File: config.mk
export PLATFORM = sky130hd
export DESIGN_NAME = sbts_queue
export DESIGN_NICKNAME = d
export VERILOG_FILES = /design/src/rtl/sbts_queue.sv
export SDC_FILE = /design/constraint.sdc
export NUM_CORES = 1
export LEC_CHECK = 0
export BUFFER_PORTS_ARGS = -buffer_cell sky130_fd_sc_hd__buf_2
export CAP_MARGIN = 0
export CORE_AREA = 2 2 39 41
export CTS_CLUSTER_DIAMETER = 80
export DETAILED_ROUTE_END_ITERATION = 7
export DIE_AREA = 0 0 41 43
export GPL_TIMING_DRIVEN = 0
export PLACE_DENSITY = 0.41
export SETUP_SLACK_MARGIN = 0.5
export SLEW_MARGIN = 20
export SYNTH_ARGS = -nofsm -noshare
export SYNTH_HDL_FRONTEND = slang
export SYNTH_SLANG_ARGS = --single-unit
File: constraint.sdc
create_clock -name clk -period 1.74 [get_ports clk]
set_input_delay 0.261 -clock clk [delete_from_list [all_inputs] [get_ports clk]]
set_output_delay 0.261 -clock clk [all_outputs]
set_load 0.02 [all_outputs]
File: src/rtl/sbts_queue.sv
// ----------------------------------------------------------------------------
// sbts_queue: two-entry job queue
// decouples the address front end from the store and blend back end
// ----------------------------------------------------------------------------
module sbts_queue
#(
    parameter int W = 1
)
(
    input  logic         clk,
    input  logic         rst_n,
    input  logic         push_valid,
    output logic         push_ready,
    input  logic [W-1:0] push_data,
    output logic         pop_valid,
    input  logic         pop_ready,
    output logic [W-1:0] pop_data
);

    logic [W-1:0] entry_reg [2];
    logic         wr_ptr_reg;
    logic         wr_ptr_next;
    logic         rd_ptr_reg;
    logic         rd_ptr_next;
    logic [1:0]   count_reg;
    logic [1:0]   count_next;
    logic         do_push;
    logic         do_pop;

    assign push_ready = (count_reg != 2'd2);
    assign pop_valid  = (count_reg != 2'd0);
    assign pop_data   = entry_reg[rd_ptr_reg];
    assign do_push    = push_valid && push_ready;
    assign do_pop     = pop_valid && pop_ready;

    always_comb
    begin
        wr_ptr_next = do_push ? ~wr_ptr_reg : wr_ptr_reg;
        rd_ptr_next = do_pop ? ~rd_ptr_reg : rd_ptr_reg;
        count_next  = count_reg;
        if (do_push && !do_pop)
        begin
            count_next = count_reg + 2'd1;
        end
        else if (do_pop && !do_push)
        begin
            count_next = count_reg - 2'd1;
        end
    end

    always_ff @(posedge clk or negedge rst_n)
    begin
        if (!rst_n)
        begin
            wr_ptr_reg <= 1'b0;
            rd_ptr_reg <= 1'b0;
            count_reg  <= 2'd0;
        end
        else
        begin
            wr_ptr_reg <= wr_ptr_next;
            rd_ptr_reg <= rd_ptr_next;
            count_reg  <= count_next;
        end
    end

    always_ff @(posedge clk)
    begin
        if (do_push)
        begin
            entry_reg[wr_ptr_reg] <= push_data;
        end
    end

endmodule

==> metrics <==
Initial DRC Count 0; die area 1760 um^2; residual DRC count 0; Fin Setup TNS 0 ps; Ys Warns 0; largest net degree at the start of global routing 5; Syn Inst Count 21; metal2 WL 326 um; total CTS buffers 3; switching power 318 uW; row cnt 14; Achievable Freq ~740 MHz; uppermost layer routed met4; syn nets 27; power consumption approximately 910 uW; core box area 1380 um^2; final worst path period need 1350 ps; setup violators final 0; CTS tree built; TritonRoute pass-1 iters 1; final hold violations 0; status completed; CP Launch Type flop; placed cells 44; layout cell share with drive strength beyond 1 0.658; most frequent cells in the layout 7 x buf_4, 4 x dfrtp_1, 4 x buf_2, 3 x xnor2_1, 3 x clkbuf_4; WL met3 between 20 and 30 um; DR WL/cell 10.7 um; diode count 0; first-pass GRT wire length 945 um; commonest non-fill, non-tap cell in the layout buf_4; CP required approximately 1900 ps; Rel. slew slack 0.893; non-filler instance count after layout 54; Layout Utilization 0.335; I/O pins 8; DR vias 219; number of max-cap violations 0; Initial Util 0.204; CP Class reg2reg; Synth-to-Final Area Change 64.2%; Fin Clk Skew around 2.9 ps; final WL 578 um; Longest Clk Path Bufs 2; nets@finish 46; IO buf count 7; share of the yosys chip area belonging to registers 0.566; distinct cell type count of the synthesized netlist 13; CTS root buf clkbuf_4; CTS sink count 6; Worst Max-Slew Pin Slew 160 ps; Max Slew Vio Count 0; vias in the first global route 226; FILL cells 140; Sw Ratio 0.348; RSZ-0062 raised after global routing yes; Yosys reg bits 6; register share of total power 0.289; Final Wtd Congestion 0.743; Clk pin slew, worst setup/hold paths roughly 50 ps; leak pwr roughly 0.00022 uW; WL met1 about 210 um; worst-skew pair later-pin latency 250 ps; internal power roughly 600 uW; Post-DRT Antenna Nets 0; Global Route Usage Sum 0.0828; H-tree levels 1; Die Ht 43 um; Die X around 40 um; Combinational Power Share 0.564; VDD IR max 0.000554 V; syn_area_per_cell between 10 and 15 um^2; Vias per Instance 4.06; fin crit share 0.778; Cell Pwr Density 1970 nW/um^2; Hold WC Path Type in2reg; maximum fanout along the worst path 4; antenna violations before repair 0; Overflow after GRT 0; clock network fraction of total power 0.147; crit end category flop; DP HPWL about 370 um; crit path DAT 1490 ps; Hold Slack 204 ps; Post-Syn Area 283 um^2
[timing repair]
action / in CTS / in global routing
setup endpoints to repair: 5 / 5
buffers inserted: 3 / 3
hold buffers: 1 / 0
resized for setup: 4 / 5
pin swaps: 0 / 2
hold endpoints to repair: 4 / 0
gates cloned: 0 / 0
[cell type report]
type,count,area (um^2),area share
flip-flops and latches,6,160,0.345
clock buffers,3,22.5,0.0485
inverters,1,3.75,0.00809
well taps,16,20.0,0.0431
repair buffers,14,105,0.226
multi-input cells,14,153,0.329
[metrics by stage]
stage	setup WS (ps)	cell area (um^2)
floorplan	379	300
global placement	367	355
detailed placement	371	355
CTS	370	423
global route	314	464
finish	385	464
[layer usage]
metal,track usage,vias up
met5,0,-
met4,0.0600,0
met3,0.0314,2
met2,0.119,5
met1,0.0951,110
li1,-,102
[critical path: stages (launching register included)]
cell	delay (ps)
dfrtp_1	410
or2_4	270
nand2_4	70
ha_4	130
xor2_2	150
nor2_2	50
xor2_1	150
[final timing paths]
path,from,to,slack [ps],cells after the start
worst max-delay path,count_reg[0],count_reg[1],390,6
worst min-delay path,push_data,entry_reg[0],200,1
worst max register to register,count_reg[0],count_reg[1],390,6
worst min register to register,wr_ptr_reg,wr_ptr_reg,500,1
max in group asynchronous,rst_n,wr_ptr_reg,1260,2
min in group asynchronous,rst_n,rd_ptr_reg,350,2
[synth_stat cells]
master	count	area [um^2]
dfrtp_1	4	100
xnor2_1	3	26.3
edfxtp_1	2	60.1
nor2_1	2	7.51
xor2_1	2	17.5
and3_1	1	6.26
ha_1	1	12.5
inv_1	1	3.75
mux2_2	1	11.3
nand2_1	1	3.75
nand2_4	1	11.3
nand2b_4	1	13.8
or2_4	1	8.76
[power by group through the flow]
| stage | Combinational (uW) | Clock [uW] | Sequential (uW) |
|---|---|---|---|
| 2_1_floorplan | 271 | 0 | 260 |
| 3_3_place_gp | 330 | 0 | 269 |
| 3_5_place_dp | 330 | 0 | 272 |
| 4_1_cts | 420 | 137 | 265 |
| 5_1_grt | 564 | 143 | 269 |
| 6_report | 515 | 134 | 264 |
[kinds of logic after synthesis]
| group | Yosys count | share of synthesized area |
|---|---|---|
| flip-flops | 6 | 0.566 |
| XOR/XNOR | 5 | 0.155 |
| AND/OR/NAND/NOR | 7 | 0.181 |
| multiplexers | 1 | 0.0398 |
| buffers and inverters | 1 | 0.0133 |
| adder cells (fa/ha/maj) | 1 | 0.0442 |
No activity file was read; power rests on OpenSTA's default activity.
