### config.mk
export PLATFORM = sky130hd
export DESIGN_NAME = sbts_front
export DESIGN_NICKNAME = d
export VERILOG_FILES = /design/src/rtl/sbts_pkg.sv /design/src/rtl/sbts_front.sv
export SDC_FILE = /design/constraint.sdc
export NUM_CORES = 2
export LEC_CHECK = 0
export BUFFER_PORTS_ARGS = -buffer_cell sky130_fd_sc_hd__buf_2
export CORE_MARGIN = 2
export CORE_UTILIZATION = 63
export CTS_CLUSTER_DIAMETER = 50
export DETAILED_ROUTE_END_ITERATION = 10
export PLACE_DENSITY = 0.9
export SETUP_SLACK_MARGIN = 0.15
export SYNTH_ARGS = -nofsm -noshare
export SYNTH_HDL_FRONTEND = slang
export SYNTH_SLANG_ARGS = --single-unit
### constraint.sdc
create_clock -name clk -period 9.6 [get_ports clk]
set_clock_uncertainty 0.15 [all_clocks]
set_input_delay 0.96 -clock clk [delete_from_list [all_inputs] [get_ports clk]]
set_output_delay 0.96 -clock clk [all_outputs]
set_load 0.05 [all_outputs]
### src/rtl/sbts_pkg.sv
// ----------------------------------------------------------------------------
// sbts_pkg: shared types and constants of the sRGB bilinear texture sampler
// word layouts, register indexes, controller states and the sRGB decode table
// ----------------------------------------------------------------------------
package sbts_pkg;

    localparam int CFG_SIDE_W   = 10;
    localparam int CFG_STRIDE_W = 3;
    localparam int CFG_INDEX_W  = 2;
    localparam int CFG_DATA_W   = 10;

    localparam logic [CFG_INDEX_W-1:0] REG_TEX_WIDTH    = 2'd0;
    localparam logic [CFG_INDEX_W-1:0] REG_TEX_HEIGHT   = 2'd1;
    localparam logic [CFG_INDEX_W-1:0] REG_TEXEL_STRIDE = 2'd2;

    localparam logic OP_WRITE  = 1'b0;
    localparam logic OP_SAMPLE = 1'b1;

    localparam int ADDR_IN_W = 18;
    localparam int BYTE_W    = 8;
    localparam int COORD_W   = 32;
    localparam int FRAC_W    = 16;
    localparam int LIN_W     = 17;

    // input word: byte_addr, byte_value, coord_u, coord_v from bit 0 up
    localparam int TD_BYTE_ADDR_LSB  = 0;
    localparam int TD_BYTE_VALUE_LSB = 18;
    localparam int TD_COORD_U_LSB    = 26;
    localparam int TD_COORD_V_LSB    = 58;
    localparam int S_TDATA_W         = 96;

    // result word: red, green, blue from bit 0 up
    localparam int M_TDATA_W = 56;

    localparam logic [1:0] LAST_TAP = 2'd3;
    localparam logic [1:0] LAST_CH  = 2'd2;

    localparam int BIG_W = 320;

    typedef struct packed {
        logic [CFG_SIDE_W-1:0]   tex_width;
        logic [CFG_SIDE_W-1:0]   tex_height;
        logic [CFG_STRIDE_W-1:0] texel_stride;
    } sbts_cfg_t;

    typedef enum logic [2:0] {
        F_IDLE,
        F_SCALE,
        F_ROW,
        F_TEXEL,
        F_REDUCE,
        F_PUSH
    } sbts_front_state_t;

    typedef enum logic [1:0] {
        B_IDLE,
        B_FETCH,
        B_DRAIN,
        B_DONE
    } sbts_back_state_t;

    // for c>10 the largest y with (2y-1)^5*269025^12<=2^85*(1000c+14025)^12
    function automatic logic [LIN_W-1:0] decode_entry(input int unsigned code,
                                                       input logic [BIG_W-1:0] dpow);
        logic [BIG_W-1:0] rhs;
        logic [BIG_W-1:0] lhs;
        int unsigned      lo;
        int unsigned      hi;
        int unsigned      mid;
        int unsigned      n;
        int               k;
        int               it;
        if (code <= 10)
        begin
            return LIN_W'((655360 * code + 16473) / 32946);
        end
        n = 1000 * code + 14025;
        rhs = BIG_W'(1);
        for (k = 0; k < 12; k++)
        begin
            rhs = rhs * BIG_W'(n);
        end
        rhs = rhs << 85;
        lo = 0;
        hi = 65536;
        for (it = 0; it < 17; it++)
        begin
            if (lo < hi)
            begin
                mid = (lo + hi + 1) / 2;
                lhs = dpow;
                for (k = 0; k < 5; k++)
                begin
                    lhs = lhs * BIG_W'(2 * mid - 1);
                end
                if (lhs <= rhs)
                begin
                    lo = mid;
                end
                else
                begin
                    hi = mid - 1;
                end
            end
        end
        return LIN_W'(lo);
    endfunction

    function automatic logic [256*LIN_W-1:0] decode_table();
        logic [256*LIN_W-1:0] tbl;
        logic [BIG_W-1:0]     dpow;
        int                   k;
        int                   c;
        dpow = BIG_W'(1);
        for (k = 0; k < 12; k++)
        begin
            dpow = dpow * BIG_W'(269025);
        end
        tbl = '0;
        for (c = 0; c < 256; c++)
        begin
            tbl[c*LIN_W +: LIN_W] = decode_entry(int'(c), dpow);
        end
        return tbl;
    endfunction

    localparam logic [256*LIN_W-1:0] DECODE_LUT = decode_table();

    function automatic logic [LIN_W-1:0] srgb_to_linear(input logic [BYTE_W-1:0] code);
        return DECODE_LUT[code*LIN_W +: LIN_W];
    endfunction

endpackage

### src/rtl/sbts_front.sv
// ----------------------------------------------------------------------------
// sbts_front: word intake and address generation
// scales the wrapped coordinates, forms the four texel indexes and reduces
// every store address modulo the store size by reciprocal multiplication,
// quotient registered first, remainder from that registered quotient next
// ----------------------------------------------------------------------------
module sbts_front
    import sbts_pkg::*;
#(
    parameter int TEX_BYTES = 262144,
    parameter int MAX_SIDE  = 512
)
(
    input  logic                  clk,
    input  logic                  rst_n,
    input  sbts_cfg_t             cfg,
    input  logic                  s_tvalid,
    output logic                  s_tready,
    input  logic [S_TDATA_W-1:0]  s_tdata,
    input  logic                  s_tuser,
    output logic                  push_valid,
    input  logic                  push_ready,
    output logic [4*$clog2(TEX_BYTES)+2*FRAC_W:0] push_job
);

    localparam int AW      = $clog2(TEX_BYTES);
    localparam int RW      = AW + 1;
    localparam int SIDE_W  = $clog2(MAX_SIDE + 1);
    localparam int CMP_W   = (CFG_SIDE_W > SIDE_W) ? CFG_SIDE_W : SIDE_W;
    localparam int PU_W    = SIDE_W + FRAC_W;
    localparam int IDX_W   = $clog2(MAX_SIDE * MAX_SIDE);
    localparam int PROD_W  = IDX_W + 2;
    localparam int VAL_W   = (PROD_W > ADDR_IN_W) ? PROD_W : ADDR_IN_W;
    // quotient by ceil(2^RCP_S / size), exact for every value below 2^VAL_W
    localparam int RCP_S   = VAL_W + AW;
    localparam int RCP_W   = VAL_W + 2;
    localparam int MUL_W   = VAL_W + RCP_W;
    localparam longint unsigned RCP_M =
        ((64'd1 << RCP_S) + 64'(TEX_BYTES) - 64'd1) / 64'(TEX_BYTES);
    localparam int N_ITER  = 2;
    localparam int IT_W    = 1;

    function automatic logic [SIDE_W-1:0] clamp_side(input logic [CFG_SIDE_W-1:0] s);
        logic [CMP_W-1:0] sc;
        sc = CMP_W'(s);
        if (sc == '0)
        begin
            return SIDE_W'(1);
        end
        if (sc > CMP_W'(MAX_SIDE))
        begin
            return SIDE_W'(MAX_SIDE);
        end
        return SIDE_W'(sc);
    endfunction

    sbts_front_state_t state_reg;
    sbts_front_state_t state_next;

    logic                  is_sample_reg;
    logic                  is_sample_next;
    logic [FRAC_W-1:0]     fu_reg;
    logic [FRAC_W-1:0]     fu_next;
    logic [FRAC_W-1:0]     fv_reg;
    logic [FRAC_W-1:0]     fv_next;
    logic [BYTE_W-1:0]     data_reg;
    logic [BYTE_W-1:0]     data_next;
    logic [PU_W-1:0]       pu_reg;
    logic [PU_W-1:0]       pu_next;
    logic [PU_W-1:0]       pv_reg;
    logic [PU_W-1:0]       pv_next;
    logic [IDX_W-1:0]      row0_reg;
    logic [IDX_W-1:0]      row0_next;
    logic [IDX_W-1:0]      row1_reg;
    logic [IDX_W-1:0]      row1_next;
    logic [VAL_W-1:0]      val_reg [4];
    logic [VAL_W-1:0]      val_next [4];
    logic [VAL_W-1:0]      quo_reg [4];
    logic [VAL_W-1:0]      quo_next [4];
    logic [RW-1:0]         rem_reg [4];
    logic [RW-1:0]         rem_next [4];
    logic [IT_W-1:0]       iter_reg;
    logic [IT_W-1:0]       iter_next;

    logic                  accept;
    logic                  reduce_done;
    logic [SIDE_W-1:0]     w_side;
    logic [SIDE_W-1:0]     h_side;
    logic [SIDE_W-1:0]     wm1;
    logic [SIDE_W-1:0]     hm1;
    logic                  stride4;
    logic [SIDE_W-1:0]     x0;
    logic [SIDE_W-1:0]     x1;
    logic [SIDE_W-1:0]     y0;
    logic [SIDE_W-1:0]     y1;
    logic [IDX_W-1:0]      tex_idx [4];
    logic [PROD_W-1:0]     tex_byte [4];
    logic [VAL_W-1:0]      quo_step [4];
    logic [RW-1:0]         rem_step [4];
    logic [FRAC_W-1:0]     dx_field;

    assign w_side  = clamp_side(cfg.tex_width);
    assign h_side  = clamp_side(cfg.tex_height);
    assign wm1     = w_side - SIDE_W'(1);
    assign hm1     = h_side - SIDE_W'(1);
    assign stride4 = (cfg.texel_stride >= 3'd4);

    assign x0 = pu_reg[PU_W-1:FRAC_W];
    assign y0 = pv_reg[PU_W-1:FRAC_W];
    assign x1 = (x0 == wm1) ? x0 : x0 + SIDE_W'(1);
    assign y1 = (y0 == hm1) ? y0 : y0 + SIDE_W'(1);

    assign accept      = s_tvalid && s_tready;
    assign reduce_done = (iter_reg == IT_W'(N_ITER - 1));

    // texel order: (x0,y0) (x0,y1) (x1,y0) (x1,y1)
    always_comb
    begin
        tex_idx[0] = row0_reg + IDX_W'(x0);
        tex_idx[1] = row1_reg + IDX_W'(x0);
        tex_idx[2] = row0_reg + IDX_W'(x1);
        tex_idx[3] = row1_reg + IDX_W'(x1);
        for (int j = 0; j < 4; j++)
        begin
            if (stride4)
            begin
                tex_byte[j] = PROD_W'(tex_idx[j]) << 2;
            end
            else
            begin
                tex_byte[j] = PROD_W'(tex_idx[j]) + (PROD_W'(tex_idx[j]) << 1);
            end
        end
    end

    // quotient from the value, remainder from the quotient of the cycle before
    always_comb
    begin
        logic [MUL_W-1:0] qprod;
        logic [VAL_W-1:0] diff;
        for (int j = 0; j < 4; j++)
        begin
            qprod       = MUL_W'(val_reg[j]) * MUL_W'(RCP_M);
            quo_step[j] = VAL_W'(qprod >> RCP_S);
            diff        = val_reg[j] - VAL_W'(quo_reg[j] * VAL_W'(TEX_BYTES));
            rem_step[j] = RW'(diff);
        end
    end

    always_comb
    begin
        state_next = state_reg;
        unique case (state_reg)
            F_IDLE:
            begin
                if (accept)
                begin
                    state_next = (s_tuser == OP_SAMPLE) ? F_SCALE : F_REDUCE;
                end
            end
            F_SCALE:  state_next = F_ROW;
            F_ROW:    state_next = F_TEXEL;
            F_TEXEL:  state_next = F_REDUCE;
            F_REDUCE:
            begin
                if (reduce_done)
                begin
                    state_next = F_PUSH;
                end
            end
            F_PUSH:
            begin
                if (push_ready)
                begin
                    state_next = F_IDLE;
                end
            end
            default:  state_next = F_IDLE;
        endcase
    end

    always_comb
    begin
        s_tready   = 1'b0;
        push_valid = 1'b0;
        unique case (state_reg)
            F_IDLE:   s_tready = 1'b1;
            F_PUSH:   push_valid = 1'b1;
            default:
            begin
                s_tready   = 1'b0;
                push_valid = 1'b0;
            end
        endcase
    end

    always_comb
    begin
        is_sample_next = is_sample_reg;
        fu_next        = fu_reg;
        fv_next        = fv_reg;
        data_next      = data_reg;
        pu_next        = pu_reg;
        pv_next        = pv_reg;
        row0_next      = row0_reg;
        row1_next      = row1_reg;
        val_next       = val_reg;
        quo_next       = quo_reg;
        rem_next       = rem_reg;
        iter_next      = iter_reg;
        case (state_reg)
            F_IDLE:
            begin
                if (accept)
                begin
                    is_sample_next = (s_tuser == OP_SAMPLE);
                    fu_next   = s_tdata[TD_COORD_U_LSB +: FRAC_W];
                    fv_next   = s_tdata[TD_COORD_V_LSB +: FRAC_W];
                    data_next = s_tdata[TD_BYTE_VALUE_LSB +: BYTE_W];
                    for (int j = 0; j < 4; j++)
                    begin
                        val_next[j] = '0;
                        rem_next[j] = '0;
                    end
                    val_next[0] = VAL_W'(s_tdata[TD_BYTE_ADDR_LSB +: ADDR_IN_W]);
                    iter_next   = '0;
                end
            end
            F_SCALE:
            begin
                pu_next = PU_W'(wm1) * PU_W'(fu_reg);
                pv_next = PU_W'(hm1) * PU_W'(fv_reg);
            end
            F_ROW:
            begin
                row0_next = IDX_W'(y0) * IDX_W'(w_side);
                row1_next = IDX_W'(y1) * IDX_W'(w_side);
            end
            F_TEXEL:
            begin
                for (int j = 0; j < 4; j++)
                begin
                    val_next[j] = VAL_W'(tex_byte[j]);
                    rem_next[j] = '0;
                end
                iter_next = '0;
            end
            F_REDUCE:
            begin
                quo_next  = quo_step;
                rem_next  = rem_step;
                iter_next = iter_reg + IT_W'(1);
            end
            default:
            begin
                iter_next = iter_reg;
            end
        endcase
    end

    always_ff @(posedge clk or negedge rst_n)
    begin
        if (!rst_n)
        begin
            state_reg <= F_IDLE;
        end
        else
        begin
            state_reg <= state_next;
        end
    end

    always_ff @(posedge clk)
    begin
        is_sample_reg <= is_sample_next;
        fu_reg        <= fu_next;
        fv_reg        <= fv_next;
        data_reg      <= data_next;
        pu_reg        <= pu_next;
        pv_reg        <= pv_next;
        row0_reg      <= row0_next;
        row1_reg      <= row1_next;
        val_reg       <= val_next;
        quo_reg       <= quo_next;
        rem_reg       <= rem_next;
        iter_reg      <= iter_next;
    end

    // job: kind, four store bases (write address in the first), dx or byte, dy
    assign dx_field = is_sample_reg ? pu_reg[FRAC_W-1:0] : FRAC_W'(data_reg);

    always_comb
    begin
        push_job[0] = is_sample_reg;
        for (int j = 0; j < 4; j++)
        begin
            push_job[1 + j*AW +: AW] = rem_reg[j][AW-1:0];
        end
        push_job[1 + 4*AW +: FRAC_W]          = dx_field;
        push_job[1 + 4*AW + FRAC_W +: FRAC_W] = pv_reg[FRAC_W-1:0];
    end

endmodule

==> impl.org <==
** Yosys
- Yosys mapped the design onto 82 distinct sky130hd cell types.
- For this run, the number of Yosys warnings is 0.
- Of all cell types, the one taking the most synthesized area is sky130_fd_sc_hd__edfxtp_1.
- Number of enable-type register cells in the synthesized netlist :: 274
- The synthesized design contains 277 register bits.
- The cell area that synthesis handed to floorplanning was 32500 µm².
- Ranked by total cell area, the synthesized netlist is headed by sky130_fd_sc_hd__edfxtp_1 (25%), sky130_fd_sc_hd__fa_1 (22%), sky130_fd_sc_hd__ha_1 (12%), sky130_fd_sc_hd__inv_1 (5.4%), sky130_fd_sc_hd__xnor2_1 (4.1%).
- Synth top area share :: 25.3%
- Synth Flop Type :: sky130_fd_sc_hd__edfxtp_1
- Proportion of synthesized chip area in sequential cells :: 25.5%
- In the synthesized netlist, the number of instances is 3358.
- Average cell area after synthesis :: 9.69 µm²
- Of all flip-flops after synthesis, the portion carrying an async set or reset was 1.08%.

** Global route
- met2 is the most crowded layer.
- Entering global routing, the biggest net connects 85 pins.
- Global-route total usage across every layer :: 28.7%
- For met3 alone, demand over resource in global routing was 3.84%.
- For this run, global-route usage on met2 was measured as 49.8%.
- The number of antenna violations at the first check in global routing is 6.
- For this run, global-route usage on met1 was measured as 36.6%.
- Wire length of the first global-routing pass :: 124000 µm
- Overflow left after global routing :: 0
- Number of global-route vias before repair :: 25400

** Die
- Die span in x :: 231 µm
- For this configuration, the core starts out at a cell density of 63.6%.
- Core area :: 51200 µm²
- The floorplan has 83 rows.
- The floorplan step set the die height to 231 µm.
- For this design the top-level I/O count stands at 231.
- The floorplan step defined a die boundary enclosing 53500 µm².

** Finish
- After the last flow step, the layout net total stands at 4323.
- Layout overhead on the synthesized area :: 8.95%
- Most common cell after layout, fill and taps aside :: sky130_fd_sc_hd__inv_1
- In the final layout, the share of cells above drive strength 1 is 9.59%.
- The library cells used most frequently in the layout, excluding fill and tap cells, are sky130_fd_sc_hd__inv_1 (472), sky130_fd_sc_hd__fa_1 (350), sky130_fd_sc_hd__nand2_1 (330), sky130_fd_sc_hd__ha_1 (322), sky130_fd_sc_hd__edfxtp_1 (274).

** Clocking
- Level count of the clock H-tree :: 2
- Clock-pin slew was measured on the worst setup and hold paths at 0.06 ns.
- CTS tree :: done
- For the worst-skew pair, the clock arrives at the later sink with an insertion delay of 0.56 ns.
- Buffers inserted during clock tree synthesis total 36.
- Buffer type at the clock tree root :: sky130_fd_sc_hd__clkbuf_16
- No sink is reached through more buffers than the 3 on the longest clock path.
- CTS saw 277 sinks.
- Post-cts hold buffer count :: 0

** Placed design
- Routability-driven placement finished with a final weighted congestion of 0.951.
- Port buffering added 190 buffers.
- After legalization and detailed placement, the total HPWL measured 56400 µm.

** Routing
- The count of nets left with antenna violations once routing finished came out at 0.
- Detail-routed net length per standard cell :: 17.6 µm
- For this run, design rule violations remaining after detail routing come to 0.
- Detailed Routing Iterations Pass 1 :: 6
- Post-detailed-routing wire length :: 74700 µm
- In this run, the number of DRC markers left after iteration 0 of detailed routing was 1906.
- The detailed router placed 24700 vias in this run.
- Drt via density :: 5.83

** Timing
- # setup viols final :: 0
- Based on the critical path, the design can be clocked at up to 0.111 GHz.
- Pins Over Slew Limit :: 0
- At the pin with the least slew margin, the transition time is 1.16 ns.
- Measured against its own limit, the worst slew margin works out to 22.5%.
- Post-layout minimum cycle time :: 8.99 ns
- After layout, the worst path uses 93.7% of the clock period.
- Setup repair after global routing missed its margin :: false
- Summed over all failing endpoints, the final setup total negative slack is 0 ns.
- The hold violation count in the final report came to 0.

** Setup path
- The largest single stage delay on the critical path is 0.58 ns.
- STA classifies the critical path endpoint as a register.
- The largest individual stage delay along the critical path comes from the cell sky130_fd_sc_hd__nor4_1.
- Highest fanout seen on the critical path :: 10
- Required time of the critical path :: 9.74 ns
- The setup path with the least slack is of type in2reg.
- Counting stages on the worst path, the most repeated cell is sky130_fd_sc_hd__fa_1.
- STA classifies the critical path startpoint as an input pin.
- For the worst setup path, the data arrival time is 9.13 ns.

** Worst hold path
- The tightest min-delay check is of the in2async type.

** Job
- Max-Cap Viols :: 0

** Run status
- Result of the run :: finished, final reports clean
path summary, 6_finish.rpt:
kind / start / endpoint / slack [ns] / depth (start not counted)
worst max register to register: pv_reg[19] / row1_reg[17] / 1.45 / 25
max in group asynchronous: rst_n / state_reg[2] / 9.11 / 1
min in group clk: val_reg[62] / push_job[3] / 0.40 / 1
worst max-delay path: cfg[5] / row1_reg[17] / 0.61 / 30
worst min register to register: val_reg[62] / push_job[3] / 0.40 / 1
worst min-delay path: rst_n / state_reg[0] / 0.05 / 1
metal layers:
metal / wire (µm) / share of wire [%] / vias up
li1: - / - / 11500
met1: 29900 / 40 / 12000
met2: 36600 / 49 / 1049
met3: 5370 / 7.2 / 207
met4: 2780 / 3.7 / 2
met5: 7 / 0.0094 / -
synth_stat cells, types with 13 or more instances:
| cell type | n |
|---|---|
| sky130_fd_sc_hd__nor3_1 | 50 |
| sky130_fd_sc_hd__nand2b_1 | 62 |
| sky130_fd_sc_hd__edfxtp_1 | 274 |
| sky130_fd_sc_hd__and3_1 | 107 |
| sky130_fd_sc_hd__or3_1 | 22 |
| sky130_fd_sc_hd__o21bai_1 | 22 |
| sky130_fd_sc_hd__mux2i_1 | 13 |
| sky130_fd_sc_hd__xor2_1 | 65 |
| sky130_fd_sc_hd__a211oi_1 | 21 |
| sky130_fd_sc_hd__a21o_1 | 55 |
| sky130_fd_sc_hd__buf_1 | 13 |
| sky130_fd_sc_hd__o21a_1 | 29 |
| sky130_fd_sc_hd__inv_1 | 472 |
| sky130_fd_sc_hd__nor2_1 | 167 |
| sky130_fd_sc_hd__buf_4 | 17 |
| sky130_fd_sc_hd__nor2b_1 | 47 |
| sky130_fd_sc_hd__clkbuf_1 | 98 |
| sky130_fd_sc_hd__and2_1 | 184 |
| sky130_fd_sc_hd__nand3_1 | 36 |
| sky130_fd_sc_hd__nand2_1 | 331 |
| sky130_fd_sc_hd__ha_1 | 322 |
| sky130_fd_sc_hd__xnor2_1 | 153 |
| sky130_fd_sc_hd__o21ai_0 | 90 |
| sky130_fd_sc_hd__a21oi_1 | 153 |
| sky130_fd_sc_hd__fa_1 | 350 |
| sky130_fd_sc_hd__a31oi_1 | 13 |
kinds of logic (layout without fill, tap and decap cells):
kind of cell,count (synthesis),in the layout,share of synthesized area (%)
other cells,2,38,0.0231
fa+ha+maj,672,672,33.9
flops,277,277,25.5
mux,24,24,0.815
simple gates,1081,1081,16.9
xor+xnor,226,226,6.34
buf+inv,602,768,7.14
compound gates,474,474,9.38
stage by stage:
stage	std cells	util, %	hold WS, ns	setup WS (ns)	cell area (µm²)
4_1_cts	4234	69.2	0.0313	0.665	35400
3_3_place_gp	4169	66.9	0.380	0.329	34200
6_report	4240	69.3	0.0457	0.609	35500
5_1_grt	4238	69.2	0.0426	0.154	35500
3_5_place_dp	4169	66.9	0.385	0.0955	34200
2_1_floorplan	3388	-	0.370	0.395	32700
timing repair:
item                       4_1_cts  5_1_grt
hold endpoints to repair         0        0
resized for setup                0        1
setup endpoints to repair        0        1
setup buffers                    0        0
final cells by class:
type | instances | area (µm²)
tap | 680 | 851
timing repair buffer | 230 | 1250
antenna | 6 | 15.0
clock buffer | 42 | 953
multi-input combinational | 2509 | 22100
inverter | 473 | 1780
sequential | 277 | 8300
clock inverter | 23 | 229
fill | 3564 | 15700
critical path: cells and delay by family:
family	cells	cell delay (ns)
fa+ha+maj	7	3.19
simple gates	7	1.89
compound gates	9	2.08
xor+xnor	3	0.74
buf+inv	4	0.29
Power is not shown: default switching activity piles up to over one toggle a cycle in this logic, so the estimate is an artifact.
